**config.mk**
```make
export PLATFORM = sky130hd
export DESIGN_NAME = ats_front
export DESIGN_NICKNAME = d
export VERILOG_FILES = /design/src/hdl/ats_pkg.sv /design/src/hdl/ats_front.sv
export SDC_FILE = /design/constraint.sdc
export NUM_CORES = 1
export LEC_CHECK = 0
export BUFFER_PORTS_ARGS = -buffer_cell sky130_fd_sc_hd__buf_2
export CAP_MARGIN = 5
export CORE_AREA = 8 8 170 172
export DETAILED_ROUTE_END_ITERATION = 6
export DIE_AREA = 0 0 178 180
export PLACE_DENSITY = 0.44
export SYNTH_ARGS = -nofsm -noshare
export SYNTH_HDL_FRONTEND = slang
export SYNTH_SLANG_ARGS = --single-unit
```
**constraint.sdc**
```tcl
create_clock -name vclk -period 0.92
set_input_delay 0.184 -clock vclk [all_inputs]
set_output_delay 0.184 -clock vclk [all_outputs]
set_load 0.005 [all_outputs]
```
**src/hdl/ats_pkg.sv**
```systemverilog
// Shared types, constants and saturation helpers for the affine transform stack.
package ats_pkg;

    localparam int DATA_W          = 32;
    localparam int COEF_N          = 6;
    localparam int VH_W            = 31;
    localparam int STAT_W          = 3;
    localparam int IDX_W           = 3;
    localparam int QUEUE_DEPTH     = 2;
    localparam int STACK_DEPTH_DEF = 16;
    localparam int MAX_NESTING_DEF = 255;
    localparam int FRAC_BITS_DEF   = 16;

    typedef logic signed [DATA_W-1:0] word_t;

    typedef enum logic [1:0] {
        OP_ENTER = 2'd0,
        OP_EXIT  = 2'd1,
        OP_PUSH  = 2'd2,
        OP_MAP   = 2'd3
    } op_t;

    typedef enum logic [STAT_W-1:0] {
        STAT_DONE      = 3'd0,
        STAT_POINT     = 3'd1,
        STAT_FULL      = 3'd2,
        STAT_EXIT_ZERO = 3'd3,
        STAT_NEST_SAT  = 3'd4
    } status_t;

    typedef enum logic [2:0] {
        ST_IDLE,
        ST_READ,
        ST_CALC,
        ST_DRAIN,
        ST_FINISH
    } state_t;

    // last combine index issued per op
    localparam logic [IDX_W-1:0] PUSH_LAST = 3'd5;
    localparam logic [IDX_W-1:0] MAP_LAST  = 3'd1;

    typedef struct packed {
        op_t                           op;
        logic [COEF_N-1:0][DATA_W-1:0] opnd;
    } q_item_t;

    typedef struct packed {
        logic             vld;
        logic [IDX_W-1:0] idx;
        word_t            m1;
        word_t            n1;
        word_t            m2;
        word_t            n2;
        word_t            t;
    } comb_req_t;

    typedef struct packed {
        logic             vld;
        logic [IDX_W-1:0] idx;
        word_t            value;
    } comb_rsp_t;

    // clamp a 65-bit sum to 64-bit signed
    function automatic logic signed [63:0] sat64(input logic signed [64:0] v);
        logic signed [63:0] r;
        if (v[64] != v[63])
        begin
            r = v[64] ? {1'b1, {63{1'b0}}} : {1'b0, {63{1'b1}}};
        end
        else
        begin
            r = v[63:0];
        end
        return r;
    endfunction

    // clamp a 64-bit value to a 32-bit signed word
    function automatic word_t sat_word(input logic signed [63:0] v);
        word_t r;
        if ((&v[63:DATA_W-1]) || !(|v[63:DATA_W-1]))
        begin
            r = v[DATA_W-1:0];
        end
        else
        begin
            r = v[63] ? {1'b1, {(DATA_W-1){1'b0}}} : {1'b0, {(DATA_W-1){1'b1}}};
        end
        return r;
    endfunction

endpackage

```
**src/hdl/ats_front.sv**
```systemverilog
// Front end: accepts requests, decodes the command and packs operands for the queue.
module ats_front (
    input  logic                             in_valid,
    output logic                             in_stall,
    input  logic [1:0]                       cmd,
    input  logic signed [ats_pkg::DATA_W-1:0] coef_a,
    input  logic signed [ats_pkg::DATA_W-1:0] coef_b,
    input  logic signed [ats_pkg::DATA_W-1:0] coef_c,
    input  logic signed [ats_pkg::DATA_W-1:0] coef_d,
    input  logic signed [ats_pkg::DATA_W-1:0] shift_x,
    input  logic signed [ats_pkg::DATA_W-1:0] shift_y,
    input  logic signed [ats_pkg::DATA_W-1:0] point_x,
    input  logic signed [ats_pkg::DATA_W-1:0] point_y,
    input  logic                             q_full,
    output logic                             q_push,
    output ats_pkg::q_item_t                 q_item
);
    import ats_pkg::*;

    op_t op;

    assign op       = op_t'(cmd);
    assign in_stall = q_full;
    assign q_push   = in_valid && !q_full;

    // push carries a..f in slots 0..5, map carries x, y in slots 0, 1
    always_comb
    begin
        q_item.op = op;
        case (op)
            OP_PUSH:
            begin
                q_item.opnd = {shift_y, shift_x, coef_d, coef_c, coef_b, coef_a};
            end
            OP_MAP:
            begin
                q_item.opnd = {{(4*DATA_W){1'b0}}, point_y, point_x};
            end
            default:
            begin
                q_item.opnd = '0;
            end
        endcase
    end

endmodule

```
## Yosys cells after proc, flatten, opt, wreduce, memory -nomap -nowiden

Index checks and enable logic that the tools add are counted.

| cells by class | value |
|---|---|
| eq/ne operators | 2 |
| mux-type cells | 1 |
| reduce and logical (&&, ||, !) cells | 2 |

Operators with widths:

| cell | number |
|---|---|
| $pmux W192 S2 | 1 |
| $eq A2 B2 Y1 const B | 2 |
| $logic_and A1 B1 Y1 | 1 |
| $logic_not A1 Y1 | 1 |

| storage, ports and cells | value |
|---|---|
| register bits | 0 |
| logic and storage cells | 5 |

## Logic depth before layout (Yosys ltp)

Gate-level depths: netlist (run 1).

| depth | value |
|---|---|
| depth after elaboration | 2 |
| depth in mapped cells | 4 |

## Worst setup path after synthesis (run 1)

Ideal clock, no wire load.

| timing path | value |
|---|---|
| path kind | input to output |
| start | input cmd[1] |
| end | output q_item[111] (netlist bit) |
| arrival time | 0.774 ns |
| required time | 0.736 ns |
| setup slack | -0.038 ns |
| stages on the path | 4 |
| cell sequence | nor2b_1 > buf_2 > clkbuf_2 > and2_1 |

RTL lines:

| item | RTL line | RTL |
|---|---|---|
| start, declared | ats_front.sv:5 | `input logic [1:0] cmd,` |
| end, declared | ats_front.sv:16 | `output ats_pkg::q_item_t q_item` |

==> qor.txt, run 1 <==
RSZ-0062 raised after global routing: yes
Area of placed instances: 4800 um2
Final nets: 1000
Residual DRC: 0
Final Hold Fails: 0
Xor and xnor area share after synthesis: 0
Synth Cell Area: 2080 um2
Logic pwr share: 1.000
Seq pwr share: 0
Layout area overhead: 136%
Slowest CP cell: nor2b_4
Post-route clock period utilization: 1.36
Rows: 60
Fin cells: 1082
Fmax achieved: 0.799 GHz
Min-Delay Path Class: in -> out
Area share of the largest cell type after synthesis: 0.385
Layout cell share with drive strength beyond 1: 0.657
Worst hold path depth: 2
GR Util All Layers: 0.0886
Worst min-delay path endpoint: in_stall
Placed cells: 1077
IO buf count: 456
First-pass GRT wire length: 22600 um
Grt ovf: 0
Measured slew at the worst slew-check pin: 0.282 ns
Commonest non-fill, non-tap cells in the layout: 450 x buf_2, 126 x and2_1, 64 x mux2i_1, 63 x nor2b_1, 19 x buf_4
Clock Power Share: 0
Arrival @ worst endpoint: 1.07 ns
Gpl congestion: 0.845
Initial antenna violation count: 3
Total Power: 1850 uW
Vias: 3631
Io pins: 456
Max-cap violation count: 0
DIE AREA: 32000 um2
Internal power: 1100 uW
Flip-flop and latch count: 0
P_sw: 750 uW
Syn Nets: 549
Crit path max-delay family: buffers and inverters
Final min period: 1.25 ns
Grt met3 use: 0.0245
Pins Over Slew Limit: 0
Register area: 0 um2
DP Wirelength: 15200 um
Post-synthesis mux area share: 0.308
PnR worst setup slack: -0.332 ns
Vias in the first global route: 3853
Hold-fix buffers, CTS: 0
CP Max Fanout: 29
Top cell type by total area after synthesis: and2_1
Crit path launch type: primary input
Busiest grt layer: met2
Critical Path RT: 0.74 ns
Via-per-instance ratio: 3.36
Synth Area per Inst: 7.19 um2
Worst ir drop on vdd: 0.119 mV
Pre-Repair DR Iteration Count: 4
Commonest non-fill, non-tap cell in the layout: buf_2
Largest family of logic cells by synthesized area: simple AND/OR/NAND/NOR gates
CP bufs+invs: 4
Setup TNS: -48.63 ns
Final WL: 16500 um
Pwr per Cell Area: 376 nW/um2
Critical path's largest stage delay: 0.17 ns
Synth Area in Simple Gates: 0.584
Final instance area: 4910 um2
Sequential-to-total area share from yosys stat: 0
# clk buffers: 0
Relative slew slack: 0.812
WL per Instance: 15.2 um
Crit-path cells: buf_6 -> nor2b_4 -> buf_12 -> buf_16 -> and2_1 -> buf_2
Met2 usage: 0.171
Die W: 178 um
Routed Antenna Nets: 0
Synth Instances: 289
Met1 Track Usage GR: 0.0980
Largest net degree at the start of global routing: 66
Synth Area in Compound Gates: 0
Post-Synth Adder-Cell Area: 0
Setup CP Type: in -> out
Synth warn: 0
Starting DRT DRC Count: 106
Core area: 26400 um2
Static Leak: 0.00307 uW
Failing checks: negative setup slack
Synth area leaders: and2_1 39%, mux2i_1 31%, nor2b_1 20%
Status: finished with violations
Endpoints failing setup: 192
Hold slack: 0.553 ns
Hold_sp: q_full
CP Capture Type: primary output
Effective utilization at floorplan: 0.0789
CP startpoint: cmd[1]
Distinct cells, synth: 9
Sw Ratio: 0.407
Die Ht: 180 um
layer usage:
metal  share of wire  wire (um)
met5         0.00079         13
met3            0.12       1950
met2            0.50       8280
met1            0.38       6250
met4               0          0
cell usage after synthesis, drive strengths merged:
cell type  count
and2         128
buf           13
clkbuf        18
nor2b         66
mux2i         64
worst max path at each step:
stage	to	cells past startpoint
final	q_item[144]	6
after global routing	q_item[144]	6
after CTS	q_item[172]	6
after detailed placement	q_item[144]	6
after global placement	q_item[150]	6
after floorplan	q_item[100]	4
cell families (layout without fill, tap and decap cells):
logic type | count (synthesis) | in the layout
muxes | 64 | 64
and+or+nand+nor | 194 | 194
buffers and inverters | 31 | 480
other | 0 | 3
cell type report:
type	instances	area, um2
diodes	3	7.51
repair buffers	480	2600
multi-input cells	258	1870
fillers	3012	21400
well taps	341	427
power groups by stage:
stage                     Sequential (uW)  Clock, uW  Combinational (uW)
after global routing                    0   0.000146                2030
final                                   0   0.000300                1850
after global placement                  0          0                1830
after floorplan                         0          0                 772
after detailed placement                0          0                1830
after CTS                               0          0                1880
per-stage QoR:
step	util	worst slack [ns]
2_1_floorplan	-	-0.00410
3_3_place_gp	0.182	-0.407
3_5_place_dp	0.182	-0.449
4_1_cts	0.185	-0.363
5_1_grt	0.186	-0.393
6_report	0.186	-0.332
timing repair:
item,4_1_cts,5_1_grt
pin swaps,0,0
setup endpoints to repair,192,192
buffers inserted,1,0
cloned,1,0
gates resized for setup,13,5
Power figures use the tool's default switching activity.
==> inputs of run 2 (changes only) <==
--- a/config.mk
+++ b/config.mk
@@ -7,10 +7,10 @@
 export LEC_CHECK = 0
 export BUFFER_PORTS_ARGS = -buffer_cell sky130_fd_sc_hd__buf_2
 export CAP_MARGIN = 5
-export CORE_AREA = 8 8 170 172
+export CORE_AREA = 8 8 173 175
 export DETAILED_ROUTE_END_ITERATION = 6
-export DIE_AREA = 0 0 178 180
-export PLACE_DENSITY = 0.44
+export DIE_AREA = 0 0 181 183
+export PLACE_DENSITY = 0.42
 export SYNTH_ARGS = -nofsm -noshare
 export SYNTH_HDL_FRONTEND = slang
 export SYNTH_SLANG_ARGS = --single-unit
==> constraint.sdc (replaced) <==
create_clock -name vclk -period 1.5
set_input_delay 0.3 -clock vclk [all_inputs]
set_output_delay 0.3 -clock vclk [all_outputs]
set_load 0.005 [all_outputs]
==> run 2 against run 1 <==
Effect of this change:
- the flow still finishes with violations (negative setup slack)
- highest routed layer is now met4
- worst hold slack better by 0.24 ns
- clock-buffer cell count unchanged
- wire length up 13%
- first-iteration DRC count down 62%
- core utilization up 2.8 points
- non-clock buffer count up 15
- cell count up 1.8%
- via count up 3.9%
- sequential share of layout area unchanged
- critical path type unchanged
==> qor.txt, run 2 (same netlist as run 1, synthesis figures left out) <==
Hold-fix buffers, CTS: 0 (unchanged)
Die W: 181 um (was 178 um)
Flip-flop and latch count: 0 (unchanged)
Crit path launch type: primary input (unchanged)
Die Ht: 183 um (was 180 um)
DP Wirelength: 14300 um (was 15200 um)
Pre-Repair DR Iteration Count: 4 (unchanged)
# clk buffers: 0 (unchanged)
WL per Instance: 16.9 um (was 15.2 um)
Vias in the first global route: 4074 (was 3853)
Vias: 3774 (was 3631)
Final instance area: 5850 um2 (was 4910 um2)
Initial antenna violation count: 2 (was 3)
Commonest non-fill, non-tap cells in the layout: 393 x buf_2, 74 x and2_4, 65 x nor2b_1, 65 x buf_6, 64 x mux2i_1 (was 450 x buf_2, 126 x and2_1, 64 x mux2i_1, 63 x nor2b_1, 19 x buf_4)
Critical Path RT: 1.20 ns (was 0.74 ns)
Starting DRT DRC Count: 40 (was 106)
RSZ-0062 raised after global routing: yes (unchanged)
Final Hold Fails: 0 (unchanged)
Area of placed instances: 4790 um2 (was 4800 um2)
PnR worst setup slack: -0.0516 ns (was -0.332 ns)
DIE AREA: 33100 um2 (was 32000 um2)
Final WL: 18600 um (was 16500 um)
IO buf count: 456 (unchanged)
Commonest non-fill, non-tap cell in the layout: buf_2 (unchanged)
Static Leak: 0.00341 uW (was 0.00307 uW)
Effective utilization at floorplan: 0.0761 (was 0.0789)
First-pass GRT wire length: 23000 um (was 22600 um)
Layout area overhead: 181% (was 136%)
Failing checks: negative setup slack (unchanged)
Core area: 27300 um2 (was 26400 um2)
Grt ovf: 0 (unchanged)
CP Capture Type: primary output (unchanged)
CP Max Fanout: 18 (was 29)
Endpoints failing setup: 90 (was 192)
Setup TNS: -2.70 ns (was -48.63 ns)
Largest net degree at the start of global routing: 42 (was 66)
Max-cap violation count: 0 (unchanged)
Layout cell share with drive strength beyond 1: 0.757 (was 0.657)
Register area: 0 um2 (unchanged)
Pwr per Cell Area: 245 nW/um2 (was 376 nW/um2)
Status: finished with violations (unchanged)
Worst ir drop on vdd: 0.0923 mV (was 0.119 mV)
Final nets: 1015 (was 1000)
Via-per-instance ratio: 3.43 (was 3.36)
Measured slew at the worst slew-check pin: 0.318 ns (was 0.282 ns)
Relative slew slack: 0.788 (was 0.812)
Fmax achieved: 0.644 GHz
Routed Antenna Nets: 0 (unchanged)
Io pins: 456 (unchanged)
Arrival @ worst endpoint: 1.25 ns (was 1.07 ns)
Post-route clock period utilization: 1.03
DP Worst Slack: -0.163 ns (was -0.449 ns)
Pins Over Slew Limit: 0 (unchanged)
Min-Delay Path Class: in -> out (unchanged)
Rows: 61 (was 60)
GR Util All Layers: 0.0860 (was 0.0886)
Residual DRC: 0 (unchanged)
Gpl congestion: 0.842 (was 0.845)
Final min period: 1.55 ns
Setup CP Type: in -> out (unchanged)
Core Util, Final: 0.214 (was 0.186)
==> run 2: worst max-delay path, cell delays in order <==
cell	delay, ns
buf_6	0.10
nor2b_4	0.12
buf_4	0.13
buf_12	0.14
buf_16	0.16
and2_1	0.16
buf_2	0.13
==> run 2: per-layer routing <==
layer | GRT usage | part of all wire | up-vias
met1 | 0.0855 | 0.37 | 1651
met5 | 0 | 0 | -
met2 | 0.169 | 0.52 | 276
met4 | 0.0134 | 0.010 | 0
li1 | - | - | 1839
met3 | 0.0334 | 0.098 | 8
==> run 2: path summary, 6_finish.rpt <==
kind	from	slack, ns	end	cells past startpoint
max	cmd[1]	-0.05	q_item[114]	7
min	q_full	0.79	in_stall	2
==> run 2: where the power goes <==
group | internal [uW] | leakage [uW] | switching, uW
Clock | 0.000179 | 0.0000000127 | 0
Combinational | 889 | 0.00341 | 543
Sequential | 0 | 0 | 0
==> run 2: cell type report <==
class                           instances  area (um2)
Tap cell                              346         433
Multi-Input combinational cell        258        2050
Antenna cell                            2        5.00
Fill cell                            3028       21500
Timing Repair Buffer                  495        3360
==> run 2: repair_timing <==
item | 4_1_cts | 5_1_grt
endpoints found under the hold margin | 0 | 0
buffers inserted | 3 | 4
endpoints found under the setup margin | 98 | 120
pin swaps | 3 | 60
resized for setup | 6 | 141
cloned | 2 | 13
==> run 2: through the flow <==
step | hold slack, ns | power [uW] | std cells
after global routing | 0.806 | 1560 | 1101
after CTS | 0.788 | 1170 | 1082
final | 0.788 | 1430 | 1101
after detailed placement | 0.788 | 1120 | 1077
after global placement | 0.786 | 1120 | 1077
after floorplan | 0.630 | 442 | 289
