**src/hdl/ats_pkg.sv**
```systemverilog
// Shared types, constants and saturation helpers for the affine transform stack.
package ats_pkg;

    localparam int DATA_W          = 32;
    localparam int COEF_N          = 6;
    localparam int VH_W            = 31;
    localparam int STAT_W          = 3;
    localparam int IDX_W           = 3;
    localparam int QUEUE_DEPTH     = 2;
    localparam int STACK_DEPTH_DEF = 16;
    localparam int MAX_NESTING_DEF = 255;
    localparam int FRAC_BITS_DEF   = 16;

    typedef logic signed [DATA_W-1:0] word_t;

    typedef enum logic [1:0] {
        OP_ENTER = 2'd0,
        OP_EXIT  = 2'd1,
        OP_PUSH  = 2'd2,
        OP_MAP   = 2'd3
    } op_t;

    typedef enum logic [STAT_W-1:0] {
        STAT_DONE      = 3'd0,
        STAT_POINT     = 3'd1,
        STAT_FULL      = 3'd2,
        STAT_EXIT_ZERO = 3'd3,
        STAT_NEST_SAT  = 3'd4
    } status_t;

    typedef enum logic [2:0] {
        ST_IDLE,
        ST_READ,
        ST_CALC,
        ST_DRAIN,
        ST_FINISH
    } state_t;

    // last combine index issued per op
    localparam logic [IDX_W-1:0] PUSH_LAST = 3'd5;
    localparam logic [IDX_W-1:0] MAP_LAST  = 3'd1;

    typedef struct packed {
        op_t                           op;
        logic [COEF_N-1:0][DATA_W-1:0] opnd;
    } q_item_t;

    typedef struct packed {
        logic             vld;
        logic [IDX_W-1:0] idx;
        word_t            m1;
        word_t            n1;
        word_t            m2;
        word_t            n2;
        word_t            t;
    } comb_req_t;

    typedef struct packed {
        logic             vld;
        logic [IDX_W-1:0] idx;
        word_t            value;
    } comb_rsp_t;

    // clamp a 65-bit sum to 64-bit signed
    function automatic logic signed [63:0] sat64(input logic signed [64:0] v);
        logic signed [63:0] r;
        if (v[64] != v[63])
        begin
            r = v[64] ? {1'b1, {63{1'b0}}} : {1'b0, {63{1'b1}}};
        end
        else
        begin
            r = v[63:0];
        end
        return r;
    endfunction

    // clamp a 64-bit value to a 32-bit signed word
    function automatic word_t sat_word(input logic signed [63:0] v);
        word_t r;
        if ((&v[63:DATA_W-1]) || !(|v[63:DATA_W-1]))
        begin
            r = v[DATA_W-1:0];
        end
        else
        begin
            r = v[63] ? {1'b1, {(DATA_W-1){1'b0}}} : {1'b0, {(DATA_W-1){1'b1}}};
        end
        return r;
    endfunction

endpackage

```
**src/hdl/ats_fifo.sv**
```systemverilog
// Short request queue between the front end and the execution back end.
module ats_fifo (
    input  logic             clk,
    input  logic             rst_n,
    input  logic             push,
    input  ats_pkg::q_item_t push_item,
    output logic             full,
    input  logic             pop,
    output ats_pkg::q_item_t pop_item,
    output logic             empty
);
    import ats_pkg::*;

    localparam int PTR_W = (QUEUE_DEPTH > 1) ? $clog2(QUEUE_DEPTH) : 1;
    localparam int CNT_W = $clog2(QUEUE_DEPTH + 1);
    localparam logic [PTR_W-1:0] PTR_LAST = PTR_W'(QUEUE_DEPTH - 1);
    localparam logic [CNT_W-1:0] CNT_FULL = CNT_W'(QUEUE_DEPTH);

    q_item_t          entries_reg [QUEUE_DEPTH];
    logic [PTR_W-1:0] wr_ptr_reg, wr_ptr_next;
    logic [PTR_W-1:0] rd_ptr_reg, rd_ptr_next;
    logic [CNT_W-1:0] cnt_reg, cnt_next;

    always_comb
    begin
        wr_ptr_next = wr_ptr_reg;
        rd_ptr_next = rd_ptr_reg;
        cnt_next    = cnt_reg;
        if (push)
        begin
            wr_ptr_next = (wr_ptr_reg == PTR_LAST) ? '0 : wr_ptr_reg + 1'b1;
        end
        if (pop)
        begin
            rd_ptr_next = (rd_ptr_reg == PTR_LAST) ? '0 : rd_ptr_reg + 1'b1;
        end
        if (push && !pop)
        begin
            cnt_next = cnt_reg + 1'b1;
        end
        else if (pop && !push)
        begin
            cnt_next = cnt_reg - 1'b1;
        end
    end

    always_ff @(posedge clk or negedge rst_n)
    begin
        if (!rst_n)
        begin
            wr_ptr_reg <= '0;
            rd_ptr_reg <= '0;
            cnt_reg    <= '0;
        end
        else
        begin
            wr_ptr_reg <= wr_ptr_next;
            rd_ptr_reg <= rd_ptr_next;
            cnt_reg    <= cnt_next;
        end
    end

    always_ff @(posedge clk)
    begin
        if (push)
        begin
            entries_reg[wr_ptr_reg] <= push_item;
        end
    end

    assign pop_item = entries_reg[rd_ptr_reg];
    assign empty    = (cnt_reg == '0);
    assign full     = (cnt_reg == CNT_FULL);

endmodule

```
**config.mk**
```make
export PLATFORM = sky130hd
export DESIGN_NAME = ats_fifo
export DESIGN_NICKNAME = d
export VERILOG_FILES = /design/src/hdl/ats_pkg.sv /design/src/hdl/ats_fifo.sv
export SDC_FILE = /design/constraint.sdc
export NUM_CORES = 1
export LEC_CHECK = 0
export BUFFER_PORTS_ARGS = -buffer_cell sky130_fd_sc_hd__buf_4
export CORE_MARGIN = 3
export CORE_UTILIZATION = 52
export CTS_CLUSTER_DIAMETER = 120
export DETAILED_ROUTE_END_ITERATION = 8
export GPL_ROUTABILITY_DRIVEN = 0
export GPL_TIMING_DRIVEN = 0
export PLACE_DENSITY_LB_ADDON = 0.08
export SLEW_MARGIN = 20
export SYNTH_ARGS = -nofsm -noshare
export SYNTH_HDL_FRONTEND = slang
export SYNTH_SLANG_ARGS = --single-unit
```
**constraint.sdc**
```tcl
create_clock -name clk -period 11.3 [get_ports clk]
set_input_delay 1.13 -clock clk [delete_from_list [all_inputs] [get_ports clk]]
set_output_delay 1.13 -clock clk [all_outputs]
set_load 0.05 [all_outputs]
```
* After elaboration in Yosys (flattened, before gate mapping)
Memories as Yosys holds them, arrays and structs flattened.
Index checks and enable logic that the tools add are counted.
** Storage, ports and cells
- Bits of input ports :: 198
- Word-level logic and storage cells :: 21
- ROM bits :: 0
- Output and inout bits :: 196
- Memories :: 1
- Latch bits :: 0
- Memory bits (writable) :: 388
- Register bits :: 4
** Memory list
- entries_reg :: words 2, width 194, read ports 1, clocked after Yosys merged registers in 0, wr ports 1, line ats_fifo.sv:19 : q_item_t entries_reg [QUEUE_DEPTH];
** Operators by class
- Shift operators :: 0
- Multipliers :: 0
- Order comparisons :: 0
- Muxes and demuxes :: 6
- Divide/modulo/power cells :: 0
- $add $sub $neg :: 4
- Reduce and logical (&&, ||, !) cells :: 6
- Bitwise operators :: 0
- Equality and inequality tests :: 1
** Operators with widths (number)
- 1-bit two-way mux :: 4
- 2-bit two-way mux :: 2
- 1-bit adder (second input constant) :: 2
- 2-bit by 1-bit adder with 2-bit output (second input constant) :: 1
- 2-bit equality test (second input constant) :: 1
- 1-bit logical AND :: 2
- 1-bit zero test :: 2
- 2-bit zero test :: 1
- 2-bit nonzero test :: 1
- 2-bit by 1-bit subtractor with 2-bit output (second input constant) :: 1

* Logic depth before layout (Yosys ltp)
Gate-level depths: netlist of the first run.
- Depth in word-level cells :: 4
- Gate-level depth with buffers :: 5
- Depth with buffers taken out :: 5

* Worst setup path after synthesis of the first run
Ideal clock, no wire load.
- Path kind :: in2reg
- Start point :: input port push
- End point :: memory entries_reg[0][0] (netlist name) (enable)
- Path buffers :: 0
- Library setup time :: 774 ps
- Required time :: 10526 ps
- Data arrival time :: 9497 ps
- Stages on the path :: 1
- Slack :: 1028 ps
- Path through :: nor2b_1
** On the way
- Word-level cells in the longest chain between the ends :: 2
** Ends and longest elaborated chain
- start: declaration :: line ats_fifo.sv:5 : input logic push,
- 1-bit two-way mux :: line ats_fifo.sv:65 : if (push)
- 1-bit two-way mux (not written as such) :: line ats_fifo.sv:67 : entries_reg[wr_ptr_reg] <= push_item;
- end: declaration :: line ats_fifo.sv:19
No other way between the ends.

==> impl_summary.log, run 1 <==
[metrics] fraction of layout cells with a size suffix above 1: 0.611
[metrics] Synth Area per Inst: 23.9 um^2
[metrics] number of cell rows: a little over 60
[metrics] sum of internal, switching and leakage power: 5.87 mW
[metrics] number of standard cells in the layout, taps in and fillers out: ~1500
[metrics] Tot GR Track Use: 0.195
[metrics] CP Max Fanout: 10
[metrics] cells after synthesis: 620
[metrics] Critical Path Most Common Cell: sky130_fd_sc_hd__buf_6
[metrics] Critical-path top delay cell: sky130_fd_sc_hd__dfrtp_1
[metrics] effective utilization at floorplan: 0.530
[metrics] share of synthesized cell area in full adder, half adder and majority cells: 0.000845
[metrics] DRC: 0
[metrics] Chip Height: 175 um
[metrics] Largest register FFs: 388
[metrics] ordered cell list for the critical path: buf_6 -> buf_6 -> buf_6 -> mux2_4 -> buf_4
[metrics] Clock Tree Root: sky130_fd_sc_hd__clkbuf_16
[metrics] final core utilization: 0.706
[metrics] CTS clk-pin slew, worst paths: 60 ps
[metrics] max-capacitance violation count: 0
[metrics] pin count of the biggest net entering global routing: between 50 and 60
[metrics] overall routed net length: 30400 um
[metrics] Area growth syn-to-layout: 33.3%
[metrics] number of clock sinks seen by CTS: 392
[metrics] worst stage delay on the critical path: 330 ps
[metrics] CTS Hold Bufs: 0
[metrics] slew at the pin closest to its max-slew limit: 646 ps
[metrics] pre-CTS setup slack: 8290 ps
[metrics] total gr overflow: 0
[metrics] number of vias per cell after detailed routing: 4.96
[metrics] critical path endpoint category: primary output
[metrics] Post-layout nets: 1267
[metrics] Fin. Hold Viols: 0
[metrics] DR vias: 7322
[metrics] wire length of the first global-routing pass: 45200 um
[metrics] run status: completed
[metrics] Netlist Area Pre-Place: 14800 um^2
[metrics] maximum buffer depth of the clock tree: 3
[metrics] post-synthesis share of cell area spent on xor and xnor gates: 0.00296
[metrics] total core area: 27900 um^2
[metrics] top library cells by usage in the layout, fill and taps aside: 393 x sky130_fd_sc_hd__buf_4, 388 x sky130_fd_sc_hd__edfxtp_1, 150 x sky130_fd_sc_hd__mux2_4, 44 x sky130_fd_sc_hd__mux2_2, 41 x sky130_fd_sc_hd__clkbuf_16
[metrics] synthesized-area fraction occupied by and/or/nand/nor cells: 0.00177
[metrics] flip-flop and latch count after synthesis: 392
[metrics] remaining number of nets flagged by the antenna check after routing: 0
[metrics] Synth Area in Compound Gates: 0
[metrics] arrival time at the worst endpoint: 1890 ps
[metrics] fraction of the cycle the final worst path needs: 0.267
[metrics] drt first pass iters: 4
[metrics] path category of the worst min-delay check: in -> async
[metrics] final max-slew violation count: 0
[metrics] share of cell area taken by muxes after synthesis: 0.186
[metrics] Leak: 7.86 nW
[metrics] # IOs: 394
[metrics] Clk Latency, worst-skew pair: 510 ps
[metrics] vias in the first global route: around 7800
[metrics] launching element type of the critical path: flip-flop
[metrics] leading cell type in the layout, fill and taps excluded: sky130_fd_sc_hd__buf_4
[metrics] main combinational cell family by area after synthesis: multiplexers
[metrics] summed negative setup slack over all endpoints: 0 ps
[metrics] critical path data required time: 10170 ps
[metrics] setup repair after global routing missed its margin: false
[metrics] wire length per cell: 20.6 um
[metrics] number of clock buffers inserted by TritonCTS: 40
[metrics] sequential share of the synthesized area: 0.794
[metrics] number of instances in the placed design: 1404
[metrics] maximum frequency from static timing analysis: between 0.3 and 0.4 GHz
[metrics] Final setup violation count: 0
[metrics] initial antenna violation count: 2
[metrics] CTS tree: done
[metrics] number of distinct standard cells referenced by the synthesized netlist: 13
[metrics] worst ir drop on vdd: 0.000201 V
[metrics] count of port buffers added during placement: 393
[metrics] number of H-tree levels: 2
[metrics] Final HPWL DP: 21800 um
[metrics] number of resized instances in the post-cts repair step: 0
[metrics] power per standard cell area: between 200 and 300 nW/um^2
[metrics] Worst slew margin: 0.569
[metrics] post-CTS setup buffers: 0
[metrics] count of synthesis-stage warnings from yosys: 0
[metrics] final setup skew: 11.9 ps
[metrics] net count after synthesis: around 820
[metrics] Total Die Area: 30500 um^2
[metrics] number of violations reported at the end of detailed-routing iteration 0: between 300 and 400
[metrics] post-route worst setup slack: between 8000 and 9000 ps
[metrics] Crit Path Class: reg -> out
[metrics] post-layout minimum cycle time: 3020 ps
[metrics] die extent in x: 175 um
cells in the mapped netlist (all sizes together):
library cell | number | share of area
edfxtp | 388 | 0.79
mux2 | 194 | 0.19
buf | 22 | 0.015
dfrtp | 4 | 0.0068
xor2 | 4 | 0.0024
nor2 | 2 | 0.00051
nor2b | 2 | 0.00084
and2 | 1 | 0.00042
ha | 1 | 0.00084
inv | 1 | 0.00025
xnor2 | 1 | 0.00059
final timing paths:
| path | start | end | slack, ps | cells after the start |
|---|---|---|---|---|
| max | rd_ptr_reg$_DFFE_PN0P_ | pop_item[55] | 8280 | 5 |
| max in group asynchronous | rst_n | wr_ptr_reg$_DFFE_PN0P_ | 10790 | 1 |
| min reg2reg | cnt_reg[1]$_DFFE_PN0P_ | cnt_reg[1]$_DFFE_PN0P_ | 510 | 1 |
| min | rst_n | cnt_reg[0]$_DFFE_PN0P_ | 410 | 1 |
| max reg2reg | wr_ptr_reg$_DFFE_PN0P_ | entries_reg[0][47]$_DFFE_PP_ | 9170 | 5 |
| min in group clk | cnt_reg[1]$_DFFE_PN0P_ | cnt_reg[1]$_DFFE_PN0P_ | 510 | 1 |
metal layers:
metal | part of all wire | wire (um) | GRT usage
met1 | 0.34 | 10500 | 0.217
met2 | 0.52 | 15700 | 0.337
met3 | 0.10 | 3080 | 0.0778
met4 | 0.036 | 1110 | 0.0751
met5 | 0 | 0 | 0
power by group:
part,total [mW],leakage (nW),switching [mW],internal [mW]
Clock,1.18,0.562,0.494,0.689
Sequential,1.99,3.69,0.0643,1.93
Combinational,2.70,3.61,1.70,0.997
per-stage QoR:
step	area, um^2	hold slack, ps
finish	19700	408
floorplan	14800	455
CTS	19700	386
global route	19700	389
detailed placement	18600	495
global placement	18200	470
final cells by class:
cell class,count,area [um^2]
inverters,1,3.75
fillers,1830,8200
diodes,2,5.00
repair buffers,406,3270
well taps,378,473
multi-input cells,205,2840
clock buffers,58,1090
flip-flops and latches,392,11800
plain buffers,22,223
clock inverters,12,78.8
logic make-up after synthesis:
group,after synthesis
xor+xnor,5
buf+inv,23
simple gates,5
fa+ha+maj,1
mux,194
flops,392
worst max-delay path: cells and delay by family, from the launching register on:
family   cells  cell delay, ps
buf+inv      4             720
flops        1             330
mux          1             310
Power figures use the tool's default switching activity.
==> run 2, diff against run 1 <==
--- a/config.mk
+++ b/config.mk
@@ -7,7 +7,7 @@
 export LEC_CHECK = 0
 export BUFFER_PORTS_ARGS = -buffer_cell sky130_fd_sc_hd__buf_4
 export CORE_MARGIN = 3
-export CORE_UTILIZATION = 52
+export CORE_UTILIZATION = 47
 export CTS_CLUSTER_DIAMETER = 120
 export DETAILED_ROUTE_END_ITERATION = 8
 export GPL_ROUTABILITY_DRIVEN = 0
==> constraint.sdc (replaced) <==
create_clock -name clk -period 2.54 [get_ports clk]
set_input_delay 0.254 -clock clk [delete_from_list [all_inputs] [get_ports clk]]
set_output_delay 0.254 -clock clk [all_outputs]
set_load 0.05 [all_outputs]
==> run 2 against run 1 <==
Net effect:
- total power rose to 4.5 times the previous value
- sequential share of layout area down 5.7 points
- global-route usage down 0.91 points
- clock-buffer cell count down 8
- first-iteration DRC count down 4.5%
- critical path type unchanged
- highest routed layer unchanged
==> impl_summary.log, run 2 (synthesized netlist as in run 1, its figures left out) <==
[metrics] critical path endpoint category: primary output
[metrics] number of clock sinks seen by CTS: 392
[metrics] number of clock buffers inserted by TritonCTS: 41
[metrics] number of standard cells in the layout, taps in and fillers out: 1693
[metrics] Final HPWL DP: 21700 um
[metrics] maximum buffer depth of the clock tree: 3
[metrics] Crit Path Class: reg -> out
[metrics] path category of the worst min-delay check: in -> async
[metrics] DR vias: 8098
[metrics] CTS clk-pin slew, worst paths: 60 ps
[metrics] Area growth syn-to-layout: 47.2%
[metrics] total gr overflow: 0
[metrics] DRC: 0
[metrics] wire length per cell: 19.0 um
[metrics] pre-CTS setup slack: 388 ps
[metrics] slew at the pin closest to its max-slew limit: 666 ps
[metrics] pin count of the biggest net entering global routing: 47
[metrics] maximum frequency from static timing analysis: 0.458 GHz
[metrics] summed negative setup slack over all endpoints: 0 ps
[metrics] Leak: 8.73 nW
[metrics] critical path data required time: 2290 ps
[metrics] max-capacitance violation count: 0
[metrics] number of vias per cell after detailed routing: 4.78
[metrics] Worst slew margin: 0.556
[metrics] CTS Hold Bufs: 197
[metrics] leading cell type in the layout, fill and taps excluded: sky130_fd_sc_hd__buf_4
[metrics] drt first pass iters: 6
[metrics] effective utilization at floorplan: 0.480
[metrics] Tot GR Track Use: 0.186
[metrics] Clk Latency, worst-skew pair: approximately 520 ps
[metrics] # IOs: approximately 400
[metrics] Post-layout nets: 1465
[metrics] wire length of the first global-routing pass: 48500 um
[metrics] worst reg2reg path depth: 5
[metrics] remaining number of nets flagged by the antenna check after routing: 0
[metrics] die extent in x: 184 um
[metrics] Largest register FFs: 388
[metrics] number of H-tree levels: 2
[metrics] vias in the first global route: 8677
[metrics] Chip Height: 184 um
[metrics] number of violations reported at the end of detailed-routing iteration 0: 381
[metrics] number of instances in the placed design: 1422
[metrics] Total Die Area: 33700 um^2
[metrics] post-CTS setup buffers: 0
[metrics] post-route worst setup slack: 354 ps
[metrics] number of cell rows: 64
[metrics] Final setup violation count: 0
[metrics] top library cells by usage in the layout, fill and taps aside: 393 x sky130_fd_sc_hd__buf_4, 388 x sky130_fd_sc_hd__edfxtp_1, 197 x sky130_fd_sc_hd__dlygate4sd3_1, 150 x sky130_fd_sc_hd__mux2_4, 44 x sky130_fd_sc_hd__mux2_2
[metrics] fraction of the cycle the final worst path needs: 0.861
[metrics] Critical Path Most Common Cell: sky130_fd_sc_hd__buf_6
[metrics] overall routed net length: about 32000 um
[metrics] post-layout minimum cycle time: 2190 ps
[metrics] worst ir drop on vdd: approximately 0.00078 V
[metrics] final max-slew violation count: 0
[metrics] Clock Tree Root: sky130_fd_sc_hd__clkbuf_16
[metrics] setup repair after global routing missed its margin: false
[metrics] arrival time at the worst endpoint: 1930 ps
[metrics] power per standard cell area: between 1000 and 1500 nW/um^2
[metrics] Fin. Hold Viols: 0
[metrics] Critical-path top delay cell: sky130_fd_sc_hd__dfrtp_1
[metrics] launching element type of the critical path: flip-flop
[metrics] worst stage delay on the critical path: 340 ps
[metrics] initial antenna violation count: 3
[metrics] count of port buffers added during placement: between 300 and 400
[metrics] fraction of layout cells with a size suffix above 1: 0.522
[metrics] total core area: 30800 um^2
[metrics] CP Max Fanout: 10
[metrics] CTS tree: done
[metrics] final setup skew: 8.00 ps
[metrics] number of resized instances in the post-cts repair step: 0
[metrics] ordered cell list for the critical path: buf_6 -> buf_6 -> buf_6 -> mux2_4 -> buf_4
[metrics] run status: completed
-- run 2: cell types whose count changed in the layout (fill, tap and decap cells not counted) --
| cell | change |
|---|---|
| sky130_fd_sc_hd__clkinv_2 | +2 |
| sky130_fd_sc_hd__clkinv_1 | +5 |
| sky130_fd_sc_hd__buf_12 | +1 |
| sky130_fd_sc_hd__dlygate4sd3_1 | +197 |
| sky130_fd_sc_hd__diode_2 | +1 |
| sky130_fd_sc_hd__clkbuf_16 | +2 |
| sky130_fd_sc_hd__buf_16 | -1 |
| sky130_fd_sc_hd__clkbuf_1 | -10 |
| sky130_fd_sc_hd__bufinv_16 | +1 |
| sky130_fd_sc_hd__inv_6 | +1 |
-- run 2: final timing paths --
| path | start | endpoint | slack (ps) |
|---|---|---|---|
| max | rd_ptr_reg$_DFFE_PN0P_ | pop_item[76] | 350 |
| min | rst_n | cnt_reg[0]$_DFFE_PN0P_ | 100 |
| max reg2reg | wr_ptr_reg$_DFFE_PN0P_ | entries_reg[0][114]$_DFFE_PP_ | 430 |
| min reg2reg | cnt_reg[1]$_DFFE_PN0P_ | cnt_reg[1]$_DFFE_PN0P_ | 480 |
| max in group asynchronous | rst_n | wr_ptr_reg$_DFFE_PN0P_ | 2340 |
| min in group clk | push_item[169] | entries_reg[1][169]$_DFFE_PP_ | 460 |
-- run 2: report_power, final --
group | total [mW] | internal (mW) | leakage [nW] | switching, mW
clock | 5.56 | 3.27 | 0.609 | 2.29
combinational | 12.3 | 4.62 | 4.43 | 7.66
sequential | 8.84 | 8.56 | 3.69 | 0.276
total | 26.7 | 16.5 | 8.73 | 10.2
-- run 2: metal layers --
layer / up-vias / GRT usage / part of all wire
li1: 3774 / - / -
met1: 4004 / 0.221 / 0.38
met2: 268 / 0.327 / 0.52
met3: 52 / 0.0592 / 0.077
met4: 0 / 0.0515 / 0.025
met5: - / 0 / 0
-- run 2: metrics by stage --
step	util	hold slack (ps)	total power, mW	area, um^2
floorplan	-	-41.6	17.7	14800
global placement	0.592	52.7	21.0	18300
detailed placement	0.603	54.8	21.1	18600
CTS	0.707	77.8	27.0	21800
global route	0.707	64.3	27.7	21800
finish	0.707	96.8	26.7	21800
-- run 2: area by class of cell --
class | count | area, um^2
clock inverter | 21 | 146
tap | 396 | 495
antenna | 3 | 7.51
clock buffer | 50 | 1100
timing repair buffer | 603 | 5240
multi-input combinational | 205 | 2840
fill | 2037 | 9020
sequential | 392 | 11800
inverter | 1 | 3.75
buffer | 22 | 223
-- run 2: critical path: cells and delay by family (launching register included) --
kind | cells | cell delay, ps
buffers and inverters | 4 | 730
flip-flops | 1 | 340
multiplexers | 1 | 330
==> run 3, diff against run 2 <==
--- a/config.mk
+++ b/config.mk
@@ -6,7 +6,7 @@
 export NUM_CORES = 1
 export LEC_CHECK = 0
 export BUFFER_PORTS_ARGS = -buffer_cell sky130_fd_sc_hd__buf_4
-export CORE_MARGIN = 3
+export CORE_MARGIN = 8
 export CORE_UTILIZATION = 47
 export CTS_CLUSTER_DIAMETER = 120
 export DETAILED_ROUTE_END_ITERATION = 8
==> run 3 against run 2 <==
Net effect:
- fmax is 2.8% lower
- global-route usage about the same
- total power is 1.9% higher
- setup slack worse by 62 ps
- largest cell class unchanged
- die area rose by 11%
- final cell count rose by 0.71%
- non-clock buffer count rose by 1
- clock skew is 4.3 ps higher
- critical path depth is 1 lower
- utilization fell by 0.70 points
==> impl_summary.log, run 3 (synthesized netlist as in run 1, its figures left out) <==
[metrics] Critical Path Most Common Cell: sky130_fd_sc_hd__buf_12
[metrics] number of H-tree levels: 2
[metrics] Clk Latency, worst-skew pair: 530 ps
[metrics] Final setup violation count: 0
[metrics] dpl cell area: 18600 um^2
[metrics] vias in the first global route: between 9000 and 10000
[metrics] Total Die Area: 37400 um^2
[metrics] wire length per cell: 20.8 um
[metrics] fraction of layout cells with a size suffix above 1: 0.523
[metrics] total core area: 31300 um^2
[metrics] CP Max Fanout: 46
[metrics] Worst slew margin: 0.528
[metrics] power per standard cell area: around 1200 nW/um^2
[metrics] drt first pass iters: 4
[metrics] CTS clk-pin slew, worst paths: roughly 60 ps
[metrics] wire length of the first global-routing pass: around 54000 um
[metrics] Chip Height: around 190 um
[metrics] Largest register FFs: just under 400
[metrics] maximum frequency from static timing analysis: 0.445 GHz
[metrics] Post-layout nets: 1467
[metrics] CTS tree: done
[metrics] overall routed net length: around 36000 um
[metrics] slew at the pin closest to its max-slew limit: 708 ps
[metrics] Clock Tree Root: sky130_fd_sc_hd__clkbuf_16
[metrics] sum of internal, switching and leakage power: 27.2 mW
[metrics] Critical-path top delay cell: sky130_fd_sc_hd__and2_4
[metrics] worst stage delay on the critical path: 640 ps
[metrics] maximum buffer depth of the clock tree: 3
[metrics] pin count of the biggest net entering global routing: 51
[metrics] setup repair after global routing missed its margin: false
[metrics] Fin. Hold Viols: 0
[metrics] hold slack: 83.6 ps
[metrics] die extent in x: between 150 and 200 um
[metrics] post-layout minimum cycle time: roughly 2200 ps
[metrics] DRC: 0
[metrics] Area growth syn-to-layout: 48.1%
[metrics] summed negative setup slack over all endpoints: 0 ps
[metrics] ordered cell list for the critical path: and2_4 -> buf_12 -> buf_12 -> buf_12
[metrics] post-route design area: 21900 um^2
[metrics] max-capacitance violation count: 0
[metrics] post-CTS setup buffers: 0
[metrics] final max-slew violation count: 0
[metrics] Crit Path Class: reg -> reg
[metrics] arrival time at the worst endpoint: 2460 ps
[metrics] total gr overflow: 0
[metrics] run status: completed
[metrics] number of vias per cell after detailed routing: 4.79
[metrics] final setup skew: 12.3 ps
[metrics] Tot GR Track Use: 0.186
[metrics] effective utilization at floorplan: 0.473
[metrics] number of cell rows: 65
[metrics] # IOs: around 400
[metrics] remaining number of nets flagged by the antenna check after routing: 0
[metrics] initial antenna violation count: 3
[metrics] number of clock buffers inserted by TritonCTS: 42
[metrics] leading cell type in the layout, fill and taps excluded: sky130_fd_sc_hd__buf_4
[metrics] number of violations reported at the end of detailed-routing iteration 0: 339
[metrics] critical path endpoint category: flip-flop
[metrics] top library cells by usage in the layout, fill and taps aside: 393 x sky130_fd_sc_hd__buf_4, 388 x sky130_fd_sc_hd__edfxtp_1, 197 x sky130_fd_sc_hd__dlygate4sd3_1, 150 x sky130_fd_sc_hd__mux2_4, 44 x sky130_fd_sc_hd__mux2_2
[metrics] Final HPWL DP: between 20000 and 25000 um
[metrics] Leak: 8.78 nW
[metrics] DR vias: roughly 8200
[metrics] count of port buffers added during placement: approximately 390
[metrics] number of clock sinks seen by CTS: 392
[metrics] critical path data required time: 2750 ps
[metrics] path category of the worst min-delay check: in -> async
[metrics] fraction of the cycle the final worst path needs: 0.885
[metrics] worst ir drop on vdd: about 0.00089 V
[metrics] launching element type of the critical path: flip-flop
==> run 3: worst paths after layout <==
check | start | endpoint | slack (ps) | depth (start not counted)
max in group asynchronous | rst_n | cnt_reg[0]$_DFFE_PN0P_ | 2360 | 2
worst min-delay path | rst_n | cnt_reg[1]$_DFFE_PN0P_ | 80 | 2
worst max register to register | wr_ptr_reg$_DFFE_PN0P_ | entries_reg[1][106]$_DFFE_PP_ | 290 | 4
worst max-delay path | wr_ptr_reg$_DFFE_PN0P_ | entries_reg[1][106]$_DFFE_PP_ | 290 | 4
worst min register to register | cnt_reg[1]$_DFFE_PN0P_ | cnt_reg[1]$_DFFE_PN0P_ | 500 | 1
min in group clk | push_item[23] | entries_reg[0][23]$_DFFE_PP_ | 450 | 2
==> run 3: final cells by class <==
class	instances	area [um^2]
multi-input cells	205	2840
fillers	2007	9390
plain buffers	22	223
repair buffers	604	5260
inverters	1	3.75
well taps	402	503
diodes	2	5.00
flip-flops and latches	392	11800
clock buffers	52	1090
clock inverters	25	255
==> run 3: critical path: cells and delay by family, from the launching register on <==
kind	cells	cell delay, ps
buffers and inverters	3	810
flip-flops	1	430
AND/OR/NAND/NOR	1	640
==> run 3: layer usage <==
| metal | up-vias | GRT usage | routed length, um |
|---|---|---|---|
| met4 | 2 | 0.0542 | 842 |
| li1 | 3775 | - | - |
| met5 | - | 0 | 14 |
| met3 | 51 | 0.0703 | 3030 |
| met2 | 295 | 0.324 | 17900 |
| met1 | 4037 | 0.210 | 13700 |
==> run 3: what timing repair did <==
action | in CTS | in global routing
hold buffers | 197 | 0
resized for setup | 0 | 0
endpoints found under the hold margin | 394 | 0
==> run 3: where the power goes <==
part	internal, mW	total [mW]	switching [mW]
Sequential	8.57	8.86	0.289
Clock	3.56	5.91	2.35
Combinational	4.64	12.4	7.78
Total	16.8	27.2	10.4
==> run 3: per-stage QoR <==
| step | cells | utilization | setup slack, ps |
|---|---|---|---|
| floorplan | 620 | - | -1190 |
| global placement | 1415 | 0.583 | -3000 |
| detailed placement | 1429 | 0.594 | 241 |
| CTS | 1703 | 0.700 | 221 |
| global route | 1705 | 0.700 | 175 |
| finish | 1705 | 0.700 | 292 |
